[src/hdl/assert_macros.svh]
// ----------------------------------------------------------------------------
// Assertion macros
// Shared concurrent assertion wrappers for the positional list block.
// ----------------------------------------------------------------------------
`ifndef ASSERT_MACROS_SVH
`define ASSERT_MACROS_SVH

// Checked at every clock edge outside reset.
`define ASSERT_SYNC(lbl, clk, rst_n, prop, msg) \
  lbl: assert property (@(posedge clk) disable iff (!rst_n) prop) else $error(msg);

// Checked at every clock edge, reset included.
`define ASSERT_ALWAYS(lbl, clk, prop, msg) \
  lbl: assert property (@(posedge clk) prop) else $error(msg);

`endif

[src/hdl/plid_pkg.sv]
// ----------------------------------------------------------------------------
// plid_pkg
// Types and codes shared by the positional list controller and datapath.
// ----------------------------------------------------------------------------
package plid_pkg;

  localparam int unsigned KIND_W   = 2;
  localparam int unsigned POS_W    = 8;
  localparam int unsigned DATA_W   = 32;
  localparam int unsigned STATUS_W = 2;
  localparam int unsigned LEN_W    = 5;

  typedef enum logic [KIND_W-1:0] {
    KIND_INSERT = 2'd0,
    KIND_DELETE = 2'd1,
    KIND_DUMP   = 2'd2
  } kind_t;

  typedef enum logic [STATUS_W-1:0] {
    ST_OK      = 2'd0,
    ST_INVALID = 2'd1,
    ST_FULL    = 2'd2,
    ST_EMPTY   = 2'd3
  } status_t;

  typedef enum logic [1:0] {
    S_IDLE,
    S_EXEC,
    S_STREAM
  } state_t;

  typedef struct packed {
    logic load;
    logic exec;
    logic stream;
  } ctrl_cmd_t;

  typedef struct packed {
    logic stream_pend;
    logic last_word;
  } dp_stat_t;

endpackage

[src/hdl/plid_ctrl.sv]
// ----------------------------------------------------------------------------
// plid_ctrl
// Sequencer that captures a command, executes it and streams dump words.
// ----------------------------------------------------------------------------
module plid_ctrl (
  input  logic                 clk,
  input  logic                 rst_n,
  input  logic                 start,
  input  plid_pkg::dp_stat_t   stat,
  output plid_pkg::ctrl_cmd_t  cmd,
  output logic                 busy
);
  import plid_pkg::*;

  state_t state_r;
  state_t state_nxt;

  always_ff @(posedge clk) begin
    if (!rst_n) begin
      state_r <= S_IDLE;
    end else begin
      state_r <= state_nxt;
    end
  end

  always_comb begin
    state_nxt  = state_r;
    cmd        = '0;
    busy       = 1'b1;
    unique case (state_r)
      S_IDLE: begin
        busy = 1'b0;
        if (start) begin
          cmd.load  = 1'b1;
          state_nxt = S_EXEC;
        end
      end
      S_EXEC: begin
        cmd.exec = 1'b1;
        if (stat.stream_pend) begin
          state_nxt = S_STREAM;
        end else begin
          state_nxt = S_IDLE;
        end
      end
      S_STREAM: begin
        cmd.stream = 1'b1;
        if (stat.last_word) begin
          state_nxt = S_IDLE;
        end
      end
      default: begin
        state_nxt = S_IDLE;
      end
    endcase
  end

endmodule

[src/hdl/plid_datapath.sv]
// ----------------------------------------------------------------------------
// plid_datapath
// Cell chain with count, per-lane shift logic and registered result word.
// ----------------------------------------------------------------------------
`include "assert_macros.svh"

module plid_datapath #(
  parameter int unsigned CAPACITY = 16
) (
  input  logic                               clk,
  input  logic                               rst_n,
  input  plid_pkg::ctrl_cmd_t                cmd,
  input  logic [plid_pkg::KIND_W-1:0]        in_kind,
  input  logic [plid_pkg::POS_W-1:0]         in_position,
  input  logic signed [plid_pkg::DATA_W-1:0] in_value,
  output plid_pkg::dp_stat_t                 stat,
  output logic                               out_valid,
  output logic [plid_pkg::STATUS_W-1:0]      out_status,
  output logic signed [plid_pkg::DATA_W-1:0] out_element,
  output logic [plid_pkg::LEN_W-1:0]         out_length,
  output logic                               out_last
);
  import plid_pkg::*;

  localparam int unsigned IW = (CAPACITY > 1) ? $clog2(CAPACITY) : 1;
  localparam int unsigned CW = $clog2(CAPACITY + 1);
  localparam int unsigned PW = POS_W + 1;

  logic [KIND_W-1:0]        kind_r;
  logic [POS_W-1:0]         pos_r;
  logic signed [DATA_W-1:0] value_r;
  logic [DATA_W-1:0]        cells_r [CAPACITY];
  logic [CW-1:0]            count_r;
  logic [CW-1:0]            count_nxt;
  logic [IW-1:0]            idx_r;

  logic                     out_valid_r;
  logic [STATUS_W-1:0]      out_status_r;
  logic signed [DATA_W-1:0] out_element_r;
  logic [LEN_W-1:0]         out_length_r;
  logic                     out_last_r;

  status_t       op_status;
  logic          do_ins;
  logic          do_del;
  logic          stream_pend;
  logic          last_word;
  logic [PW-1:0] pos9;
  logic [PW-1:0] cnt9;
  logic [PW-1:0] p0;

  assign pos9 = {1'b0, pos_r};
  assign cnt9 = PW'(count_r);
  assign p0   = pos9 - PW'(1);

  always_comb begin
    op_status   = ST_OK;
    count_nxt   = count_r;
    do_ins      = 1'b0;
    do_del      = 1'b0;
    stream_pend = 1'b0;
    priority if (kind_r == KIND_INSERT) begin
      priority if (pos9 == '0 || pos9 > cnt9 + PW'(1)) begin
        op_status = ST_INVALID;
      end else if (cnt9 >= PW'(CAPACITY)) begin
        op_status = ST_FULL;
      end else begin
        do_ins    = 1'b1;
        count_nxt = count_r + CW'(1);
      end
    end else if (kind_r == KIND_DELETE) begin
      priority if (count_r == '0) begin
        op_status = ST_EMPTY;
      end else if (pos9 == '0 || pos9 > cnt9) begin
        op_status = ST_INVALID;
      end else begin
        do_del    = 1'b1;
        count_nxt = count_r - CW'(1);
      end
    end else if (kind_r == KIND_DUMP) begin
      if (count_r == '0) begin
        op_status = ST_EMPTY;
      end else begin
        stream_pend = 1'b1;
      end
    end else begin
      op_status = ST_INVALID;
    end
  end

  assign last_word        = (CW'(idx_r) + CW'(1)) == count_r;
  assign stat.stream_pend = stream_pend;
  assign stat.last_word   = last_word;

  always_ff @(posedge clk) begin
    if (cmd.load) begin
      kind_r  <= in_kind;
      pos_r   <= in_position;
      value_r <= in_value;
    end
  end

  always_ff @(posedge clk) begin
    if (!rst_n) begin
      count_r <= '0;
    end else if (cmd.exec) begin
      count_r <= count_nxt;
    end
  end

  always_ff @(posedge clk) begin
    if (cmd.exec) begin
      idx_r <= '0;
    end else if (cmd.stream) begin
      idx_r <= idx_r + IW'(1);
    end
  end

  for (genvar g = 0; g < CAPACITY; g++) begin : g_lane
    logic [DATA_W-1:0] prev_w;
    logic [DATA_W-1:0] next_w;
    logic [DATA_W-1:0] cell_nxt;

    if (g == 0) begin : g_head
      assign prev_w = '0;
    end else begin : g_body_prev
      assign prev_w = cells_r[g-1];
    end

    if (g == CAPACITY - 1) begin : g_tail
      assign next_w = '0;
    end else begin : g_body_next
      assign next_w = cells_r[g+1];
    end

    always_comb begin
      cell_nxt = cells_r[g];
      priority if (cmd.exec && do_ins) begin
        if (PW'(g) == p0) begin
          cell_nxt = value_r;
        end else if (PW'(g) > p0 && PW'(g) <= cnt9) begin
          cell_nxt = prev_w;
        end
      end else if (cmd.exec && do_del) begin
        if (PW'(g) >= p0 && PW'(g) + PW'(1) < cnt9) begin
          cell_nxt = next_w;
        end
      end else if (cmd.stream) begin
        if (PW'(g) + PW'(1) == cnt9) begin
          cell_nxt = cells_r[0];
        end else if (PW'(g) + PW'(1) < cnt9) begin
          cell_nxt = next_w;
        end
      end else begin
        cell_nxt = cells_r[g];
      end
    end

    always_ff @(posedge clk) begin
      cells_r[g] <= cell_nxt;
    end
  end

  always_ff @(posedge clk) begin
    if (!rst_n) begin
      out_valid_r <= 1'b0;
    end else begin
      out_valid_r <= (cmd.exec && !stream_pend) || cmd.stream;
    end
  end

  always_ff @(posedge clk) begin
    if (cmd.stream) begin
      out_status_r  <= ST_OK;
      out_element_r <= cells_r[0];
      out_length_r  <= LEN_W'(count_r);
      out_last_r    <= last_word;
    end else begin
      out_status_r  <= op_status;
      out_element_r <= '0;
      out_length_r  <= LEN_W'(count_nxt);
      out_last_r    <= 1'b1;
    end
  end

  assign out_valid   = out_valid_r;
  assign out_status  = out_status_r;
  assign out_element = out_element_r;
  assign out_length  = out_length_r;
  assign out_last    = out_last_r;

  `ASSERT_SYNC(a_count_bound, clk, rst_n, (count_r <= CW'(CAPACITY)), "count above capacity")
  `ASSERT_SYNC(a_count_by_exec, clk, rst_n, (count_r != $past(count_r) |-> $past(cmd.exec)), "count changed outside execute")
  `ASSERT_SYNC(a_stream_ok, clk, rst_n, (out_valid_r && !out_last_r |-> out_status_r == ST_OK), "non-final word without ok status")
  `ASSERT_ALWAYS(a_one_cmd, clk, $onehot0({cmd.load, cmd.exec, cmd.stream}), "more than one command active")

endmodule

[src/hdl/positional_list_insert_delete.sv]
// Insert, delete, kind 3 and empty dump: the single result strobes, registered from the execute state.
// Start is taken again, in the idle state, while that result strobes.
// A dump of n elements strobes n words, registered from the stream state after execute.
// Streaming rotates the cell chain one element per cycle; each word is the head cell.
// Synchronous reset empties the list; cell contents stay undefined until written.
// ----------------------------------------------------------------------------
// positional_list_insert_delete
// Bounded ordered list with insert and delete at a 1-based position and dump.
// ----------------------------------------------------------------------------
module positional_list_insert_delete #(
  parameter int unsigned CAPACITY = 16
) (
  input  logic                               clk,
  input  logic                               rst_n,
  input  logic                               start,
  output logic                               busy,
  input  logic [plid_pkg::KIND_W-1:0]        in_kind,
  input  logic [plid_pkg::POS_W-1:0]         in_position,
  input  logic signed [plid_pkg::DATA_W-1:0] in_value,
  output logic                               out_valid,
  output logic [plid_pkg::STATUS_W-1:0]      out_status,
  output logic signed [plid_pkg::DATA_W-1:0] out_element,
  output logic [plid_pkg::LEN_W-1:0]         out_length,
  output logic                               out_last
);
  import plid_pkg::*;

  ctrl_cmd_t cmd;
  dp_stat_t  stat;

  plid_ctrl u_ctrl (
    .clk   (clk),
    .rst_n (rst_n),
    .start (start),
    .stat  (stat),
    .cmd   (cmd),
    .busy  (busy)
  );

  plid_datapath #(
    .CAPACITY (CAPACITY)
  ) u_datapath (
    .clk         (clk),
    .rst_n       (rst_n),
    .cmd         (cmd),
    .in_kind     (in_kind),
    .in_position (in_position),
    .in_value    (in_value),
    .stat        (stat),
    .out_valid   (out_valid),
    .out_status  (out_status),
    .out_element (out_element),
    .out_length  (out_length),
    .out_last    (out_last)
  );

endmodule
[config.mk]
export PLATFORM = sky130hd
export DESIGN_NAME = positional_list_insert_delete
export DESIGN_NICKNAME = d
export VERILOG_FILES = /design/src/hdl/plid_pkg.sv /design/src/hdl/plid_ctrl.sv /design/src/hdl/plid_datapath.sv /design/src/hdl/positional_list_insert_delete.sv
export VERILOG_INCLUDE_DIRS = /design/src /design/src/hdl
export SDC_FILE = /design/constraint.sdc
export NUM_CORES = 1
export LEC_CHECK = 0
export BUFFER_PORTS_ARGS = -buffer_cell sky130_fd_sc_hd__buf_2
export CAP_MARGIN = 20
export CORE_ASPECT_RATIO = 1.1
export CORE_UTILIZATION = 61
export DETAILED_ROUTE_END_ITERATION = 12
export PLACE_DENSITY_LB_ADDON = 0.12
export SLEW_MARGIN = 30
export SYNTH_ARGS = -nofsm -noshare
export SYNTH_HDL_FRONTEND = slang
export SYNTH_SLANG_ARGS = --single-unit
export TNS_END_PERCENT = 5
[constraint.sdc]
create_clock -name clk -period 11.97 [get_ports clk]
set_input_delay 2.394 -clock clk [delete_from_list [all_inputs] [get_ports clk]]
set_output_delay 2.394 -clock clk [all_outputs]
set_load 0.05 [all_outputs]
Word level (Yosys, flattened, before mapping)
Memories as Yosys holds them, arrays and structs flattened. Cells that the tools add are included.

Bits in registers: 94. Memory bits (writable): 512. Output and inout bits: 42. Word-level logic and storage cells: 331. Memories: 1.

Memories: u_datapath.cells_r (depth 16, bits a word 32, read ports 16, clocked after Yosys merged registers in 0, write ports 16, RTL line plid_datapath.sv:32) `logic [DATA_W-1:0] cells_r [CAPACITY];`.

Add/subtract/negate cells: 6. Magnitude comparators: 67. Equal/unequal tests: 38. Multiplexer cells: 163. Reductions and logical operators: 45.

Operators with widths (count): $mux 32 (128); $eq 4x9->1 const A (8); $ge 4x9->1 const A (8); $gt 4x9->1 const A (8); $eq 4x5->1 const A (8); $le 4x5->1 const A (8); $lt 4x5->1 const A (8); $eq 3x9->1 const A (4); $ge 3x9->1 const A (4); $gt 3x9->1 const A (4); $logic_and 1x1->1 (35); $mux 5 (7); $eq 3x5->1 const A (4); $le 3x5->1 const A (4); $lt 3x5->1 const A (4); $mux 2 (10); $eq 2x9->1 const A (2); $ge 1x9->1 const A (2); $ge 2x9->1 const A (2); $gt 1x9->1 const A (2); $gt 2x9->1 const A (2); $logic_not 9->1 (2); $mux 1 (17); $eq 2x5->1 const A (2); other kinds (28) (36).

Longest topological paths before layout
Gate-level depths: netlist (run 1).

Depth in word-level cells: 9. Depth in mapped cells: 15.

Hierarchy
Synthesis (run 1) repeated with hierarchy kept, for this count alone.

Cells, all modules: 2892. Area, all modules: 34594.4 sq um.

By module, submodules not included: plid_datapath (instances 1, cells each 2883, area each 34500.6 sq um); plid_ctrl (instances 1, cells each 9, area each 93.8 sq um).

Worst setup path after synthesis (run 1)
OpenSTA, ideal clock, no wires.

Path type: reg-to-reg. From: register u_datapath.count_r[0] (netlist name). To: memory u_datapath.cells_r[3][0] (netlist: u_datapath.cells_r[1][32]), enable pin. Library setup time: 0.472 ns. Arrival: 5.491 ns. Required time: 11.498 ns. Setup slack: 6.007 ns. Cell stages (with the launch flop): 15. Buffers on the path: 4. Period minus slack after synthesis: 5.963 ns. Path through: dfxtp_1 > clkbuf_1 > clkbuf_1 > inv_1 > ha_1 > inv_1 > ha_1 > nand4_1 > nor4b_1 > o211a_1 > o31a_1 > buf_2 > buf_2 > nor2_1 > o32ai_1.

RTL lines (RTL line): end, declared (plid_datapath.sv:32).

==> impl_results.md, run 1 <==
* Status: completed
* Minimum clock period at 6370 ps
* Fin. max-slew vios at 0
* Final Cell Area at 38800 µm²
* Synth top area share at 0.465
* Worst path arrival time at 6630 ps
* Grt total ovfl at 0
* P per Cell Area at 115 nW/µm²
* Synthesized area at 35800 µm²
* Ys Warns at 0
* Syn_area_per_cell at 10.9 µm²
* Max_cap viols at 0
* Post-Synthesis Cells at around 3300
* RSZ-0062 raised after global routing: false
* Post-synth EDFFs at 554
* Final period util at 0.532
* Vias in the first global route at 28798
* First-pass GRT wire length at ~180000 µm
* Routed vias at 29196
* # nets final at 3198
* Routed Antenna Nets at 0
* CTS Hold Buffers Added at 0
* I/O pin cnt at 87
* DIE AREA at 59700 µm²
* Syn nets at about 3300
* Initial antenna violation count at 1
* Highest clock rate at about 160 MHz
* Worst setup path class: reg2reg
* Commonest register cell after synthesis: edfxtp_1
* WL met2 at 53600 µm
* DP Area at 36700 µm²
* Cell row count at 92
* Initial DRC Count at between 4000 and 5000
* Root Buffer: clkbuf_16
* Setup crit end kind: flop
* Final setup fails at 0
* Final hold violations at 0
* Worst vdd ir at 0.113 mV
* FF+latch area at 17700 µm²
* WP data required at roughly 12000 ps
* Worst hold path class: reg2reg
* Tot GR Track Use at 0.397
* Uppermost layer routed: met4
* Async S/R FF share, synth at 0
* Maximum clock path buffer count at 3
* Area occupied by multi-input gates at ~17000 µm²
* Switching pwr at 1.00 mW
* Die Height at about 260 µm
* Largest net degree at the start of global routing at 222
* Critical path fanouts, max at 117
* Clock power frac at 0.452
* Combinational power share at 0.025
* Clock slew seen by the registers of the worst setup and hold paths at 60 ps
* TNS Setup at 0 ps
* Routed wl met3 at 14100 µm
* CTS sink count at about 610
* Sequential area share after synthesis at 0.494
* Wirelength per Cell at 30.5 µm
* Area Overhead vs Synth at 8.38%
* Top post-synthesis cells by area: edfxtp_1 (46%), mux2i_1 (21%), nand2_1 (5.5%), a32oi_1 (3.2%), dfxtp_1 (2.9%)
* Headroom to the max-slew limit at 0.293
* CTS buffer count at 67
* Netlist cell types at 77
* Antenna Cells at 0
* Sequential power share at 0.523
* Tightest Pin Transition at 1060 ps
* Worst Clk Skew at 24.5 ps
* Met1 wire length at between 40000 and 50000 µm
* Fill cells at about 4300
* IO buf count at 86
* Routed WL at ~120000 µm
* # DRC at 0
* Initial Util at 0.621
* Share of cells above drive strength 1 at 0.108
* Cts repair resizes at 0
* Commonest non-fill, non-tap cell in the layout: mux2i_1
* Placer's final routability congestion estimate at 0.937
* Cell taking the most area after synthesis: edfxtp_1
* CP startpoint kind: flop
* Clock latency on the worst-skew pair at 620 ps
* LEAKAGE at roughly 16 nW
* Most frequent cells in the layout: mux2i_1 (743), edfxtp_1 (554), nand2_1 (527)
* Via density at roughly 7.4
* Die extent in x at between 200 and 250 µm
* CTS tree: done
* Pint at 3.46 mW
* Final HPWL DP at 65500 µm
* Drt pass-1 iters at 9
* Yosys reg bits at 606
* Core ar. at approximately 58000 µm²
* Postcts setup bufs at 0
* Sw Ratio at 0.224
* H-tree depth at 3
[metrics by stage]
step / hold slack, ps / utilization / setup slack [ps] / total power, mW / std cells
detailed placement: 494 / 0.636 / 5430 / 2.48 / 3813
CTS: 510 / 0.672 / 5390 / 4.47 / 3936
finish: 513 / 0.673 / 5600 / 4.46 / 3938
global placement: 486 / 0.635 / 5640 / 2.48 / 3813
global route: 533 / 0.673 / 5450 / 4.55 / 3938
floorplan: 469 / - / 6010 / 2.44 / 3271
[flip-flops by register name, indices dropped and copies added (netlist names)]
register                flops
u_datapath.out_last         1
u_datapath.cells_r        512
u_datapath.count_r          5
u_datapath.out_status       2
u_datapath.pos_r            8
u_datapath.kind_r           2
u_datapath.value_r         32
u_datapath.out_element     32
u_ctrl.state_r              2
u_datapath.out_length       5
u_datapath.idx_r            4
u_datapath.out_valid        1
[layer usage]
layer  track usage  up-vias
met5             0        -
li1              -    12136
met1         0.540    14283
met4         0.206        0
met3        0.0772      490
met2         0.602     2287
[kinds of logic (layout without fill, tap and decap cells)]
family,after synthesis,after routing,synth area share
compound gates,643,643,0.129
buf+inv,393,308,0.0500
mux,745,745,0.208
flops,606,606,0.494
xor+xnor,11,11,0.00269
fa+ha+maj,21,21,0.00734
simple gates,852,852,0.109
[Yosys cell counts, types with 5 or more instances]
cell and n:
xnor2_1 8, a41oi_1 5, buf_4 16, dfxtp_1 52, a221oi_1 65, ha_1 21
and3_1 38, a211oi_1 13, a21oi_1 185, o21ai_1 10, nor4_1 7, nor2b_1 5
o211ai_1 5, inv_1 14, clkbuf_1 206, nand3_1 20, nand2b_1 5, or3_1 10
o21ai_0 36, a31oi_1 41, nand4_1 5, o2bb2ai_1 34, nor3_2 6, and2_1 38
edfxtp_1 554, nor3_1 123, a22oi_1 34, or2_2 6, a32oi_1 129, buf_2 137
buf_1 8, mux2i_1 743, o31ai_1 5, buf_6 11, a22o_1 33, nand2_1 528
nor2_1 34
[critical path, stage by stage (launching register included)]
cell	delay, ps
dfxtp_2	330
buf_4	590
inv_1	300
ha_1	440
inv_1	110
ha_1	310
nand4_1	110
nor4b_1	380
o211a_1	310
o31a_2	800
buf_12	500
o31ai_1	250
a32oi_4	920
buf_4	530
[area by class of cell]
class,instances,share of cell area
tap,752,0.0242
clock buffer,99,0.0492
multi-input combinational,2272,0.436
inverter,15,0.00145
sequential,606,0.456
clock inverter,24,0.00435
timing repair buffer,170,0.0293
[final timing paths]
path | start | to | slack (ps) | cells past startpoint
setup / recovery | u_datapath.count_r[0] | u_datapath.cells_r[7][21] | 5600 | 13
hold / removal | u_datapath.idx_r[1] | u_datapath.idx_r[1] | 510 | 1
setup reg to reg | u_datapath.count_r[0] | u_datapath.cells_r[7][21] | 5600 | 13
hold reg to reg | u_datapath.idx_r[1] | u_datapath.idx_r[1] | 510 | 1
[power groups by stage]
stage	combinational (mW)	clock (mW)	sequential [mW]
floorplan	0.0919	0	2.35
global placement	0.104	0	2.38
detailed placement	0.106	0	2.38
CTS	0.106	2.03	2.33
global route	0.115	2.10	2.33
finish	0.109	2.02	2.33
(Power assumes the default switching activity.)
==> run 2, diff against run 1 <==
--- a/config.mk
+++ b/config.mk
@@ -9,7 +9,7 @@
 export BUFFER_PORTS_ARGS = -buffer_cell sky130_fd_sc_hd__buf_2
 export CAP_MARGIN = 20
 export CORE_ASPECT_RATIO = 1.1
-export CORE_UTILIZATION = 61
+export CORE_UTILIZATION = 58
 export DETAILED_ROUTE_END_ITERATION = 12
 export PLACE_DENSITY_LB_ADDON = 0.12
 export SLEW_MARGIN = 30
==> constraint.sdc (replaced) <==
create_clock -name clk -period 5.4 [get_ports clk]
set_input_delay 1.08 -clock clk [delete_from_list [all_inputs] [get_ports clk]]
set_output_delay 1.08 -clock clk [all_outputs]
set_load 0.05 [all_outputs]
==> run 2 against run 1 <==
Effect of this change:
- register-to-register slack got worse by 4700 ps
- die area grew 5.1%
- final cell count up 2.5%
- via count shrank 1.1%
- non-clock buffer count grew 26
- first-iteration DRC count is 18% lower
- largest power group unchanged
==> impl_results.md, run 2 (synthesis results as in run 1) <==
* Worst vdd ir at 0.267 mV (was 0.113 mV)
* Placed Cells at 3912 (was 3813)
* Via density at 7.15 (was 7.41)
* CTS buffer count at 67 (unchanged)
* CP startpoint kind: flop (unchanged)
* Die extent in x at 239 µm (was 233 µm)
* Highest clock rate at 224 MHz (was 157 MHz)
* Sw Ratio at 0.222 (was 0.224)
* IO buf count at 86 (unchanged)
* Share of cells above drive strength 1 at 0.119 (was 0.108)
* Maximum clock path buffer count at 3 (unchanged)
* Commonest non-fill, non-tap cell in the layout: mux2i_1 (unchanged)
* Total Power at 10.1 mW (was 4.46 mW)
* Minimum clock period at 4470 ps (was 6370 ps)
* Clock latency on the worst-skew pair at 630 ps (was 620 ps)
* Root Buffer: clkbuf_16 (unchanged)
* Status: completed (unchanged)
* Combinational power share at 0.025 (about the same)
* LEAKAGE at 16.0 nW (was 15.8 nW)
* Worst path arrival time at 4770 ps (was 6630 ps)
* WP data required at 5700 ps (was 12230 ps)
* Critical path fanouts, max at 185 (was 117)
* Post-Place Worst Slack at 1140 ps (was 5430 ps)
* Cell row count at 95 (was 92)
* Cts repair resizes at 0 (unchanged)
* CTS Hold Buffers Added at 0 (unchanged)
* Worst hold path class: reg2reg (unchanged)
* Worst Clk Skew at 17.2 ps (was 24.5 ps)
* Tot GR Track Use at 0.382 (was 0.397)
* Post-route insts no fill at 4035 (was 3938)
* Final HPWL DP at 69700 µm (was 65500 µm)
* Sequential power share at 0.511 (was 0.523)
* First-pass GRT wire length at 180000 µm (was 179000 µm)
* Area Overhead vs Synth at 9.95% (was 8.38%)
* Grt total ovfl at 0 (unchanged)
* Antenna Cells at 0 (unchanged)
* Tightest Pin Transition at 986 ps (was 1060 ps)
* Headroom to the max-slew limit at 0.340 (was 0.293)
* Vias in the first global route at 29082 (was 28798)
* Setup crit end kind: flop (unchanged)
* Final Cell Area at 39400 µm² (was 38800 µm²)
* H-tree depth at 3 (unchanged)
* Placer's final routability congestion estimate at 0.891 (was 0.937)
* CTS sink count at 606 (unchanged)
* Most frequent cells in the layout: mux2i_1 (743), edfxtp_1 (554), nand2_1 (527) (unchanged)
* FF-to-FF path depth at 12 (was 13)
* Setup ws final at 934 ps (was 5600 ps)
* # DRC at 0 (unchanged)
* Final core occ at 0.644 (was 0.673)
* TNS Setup at 0 ps (unchanged)
* Final setup fails at 0 (unchanged)
* Final period util at 0.827 (was 0.532)
* Initial DRC Count at 3663 (was 4492)
* Area occupied by multi-input gates at 16900 µm² (about the same)
* Clock power frac at 0.464 (was 0.452)
* Largest net degree at the start of global routing at 204 (was 222)
* Final hold violations at 0 (unchanged)
* Routed vias at 28861 (was 29196)
* Drt pass-1 iters at 6 (was 9)
* Hold Crit Depth at 1 (unchanged)
* FF+latch area at 17700 µm² (unchanged)
* RSZ-0062 raised after global routing: false (unchanged)
* Fin. max-slew vios at 0 (unchanged)
* Fill cells at 4852 (was 4290)
* P per Cell Area at 257 nW/µm² (was 115 nW/µm²)
* Routed WL at 121000 µm (was 120000 µm)
* Pint at 7.87 mW (was 3.46 mW)
* Core ar. at 61100 µm² (was 57700 µm²)
* WHS at 516 ps (was 513 ps)
* # nets final at 3224 (was 3198)
* DP Area at 37100 µm² (was 36700 µm²)
* Initial antenna violation count at 0 (was 1)
* Max_cap viols at 0 (unchanged)
* Wirelength per Cell at 30.0 µm (was 30.5 µm)
* DIE AREA at 62700 µm² (was 59700 µm²)
* Clock slew seen by the registers of the worst setup and hold paths at 60 ps (about the same)
* CTS tree: done (unchanged)
* Switching pwr at 2.25 mW (was 1.00 mW)
* Worst setup path class: reg2reg (unchanged)
* Postcts setup bufs at 0 (unchanged)
* Routed Antenna Nets at 0 (unchanged)
* I/O pin cnt at 87 (unchanged)
* Most flop-heavy register: u_datapath.cells_r (unchanged)
* Largest register FFs at 512 (unchanged)
* Die Height at 263 µm (was 256 µm)
* Initial Util at 0.586 (was 0.621)
==> run 2: changes by cell type in the layout (fill, tap and decap cells not counted), sizes merged <==
cell / delta
clkinv: +4
buf: +26
clkbuf: -11
bufinv: +5
inv: -1
clkinvlp: +2
==> run 2: power by group through the flow <==
stage	Clock, mW	Combinational, mW	Sequential [mW]
floorplan	0	0.204	5.20
global placement	0	0.238	5.27
detailed placement	0	0.245	5.27
CTS	4.74	0.246	5.17
global route	4.90	0.266	5.18
finish	4.69	0.251	5.17
==> run 2: worst max-delay path: stages, from the launching register on <==
cell and delay (ps):
dfxtp_2 510, nand2_1 170, nor2_1 120, buf_4 140, nand2_1 60, ha_1 220, or3_1 340, or2_2 300
a211oi_1 480, o31a_2 470, buf_4 270, buf_12 550, a32oi_1 260
==> run 2: cell type report <==
class | instances | area share
Clock buffer | 88 | 0.0467
Clock inverter | 34 | 0.00928
Inverter | 15 | 0.00143
Multi-Input combinational cell | 2272 | 0.429
Sequential cell | 606 | 0.449
Tap cell | 824 | 0.0262
Timing Repair Buffer | 196 | 0.0381
==> run 2: path summary, 6_finish.rpt <==
path,startpoint,end,slack [ps]
max reg2reg,u_datapath.count_r[0],u_datapath.cells_r[4][20],930
max,u_datapath.count_r[0],u_datapath.cells_r[4][20],930
min,u_datapath.idx_r[3],u_datapath.idx_r[3],520
min reg2reg,u_datapath.idx_r[3],u_datapath.idx_r[3],520
==> run 2: routing by layer <==
| metal | vias up | wire length [µm] | track usage |
|---|---|---|---|
| met5 | - | 0 | 0 |
| met4 | 0 | 6380 | 0.210 |
| met3 | 403 | 12900 | 0.0752 |
| met2 | 1995 | 55600 | 0.593 |
| met1 | 14272 | 46100 | 0.502 |
| li1 | 12191 | - | - |
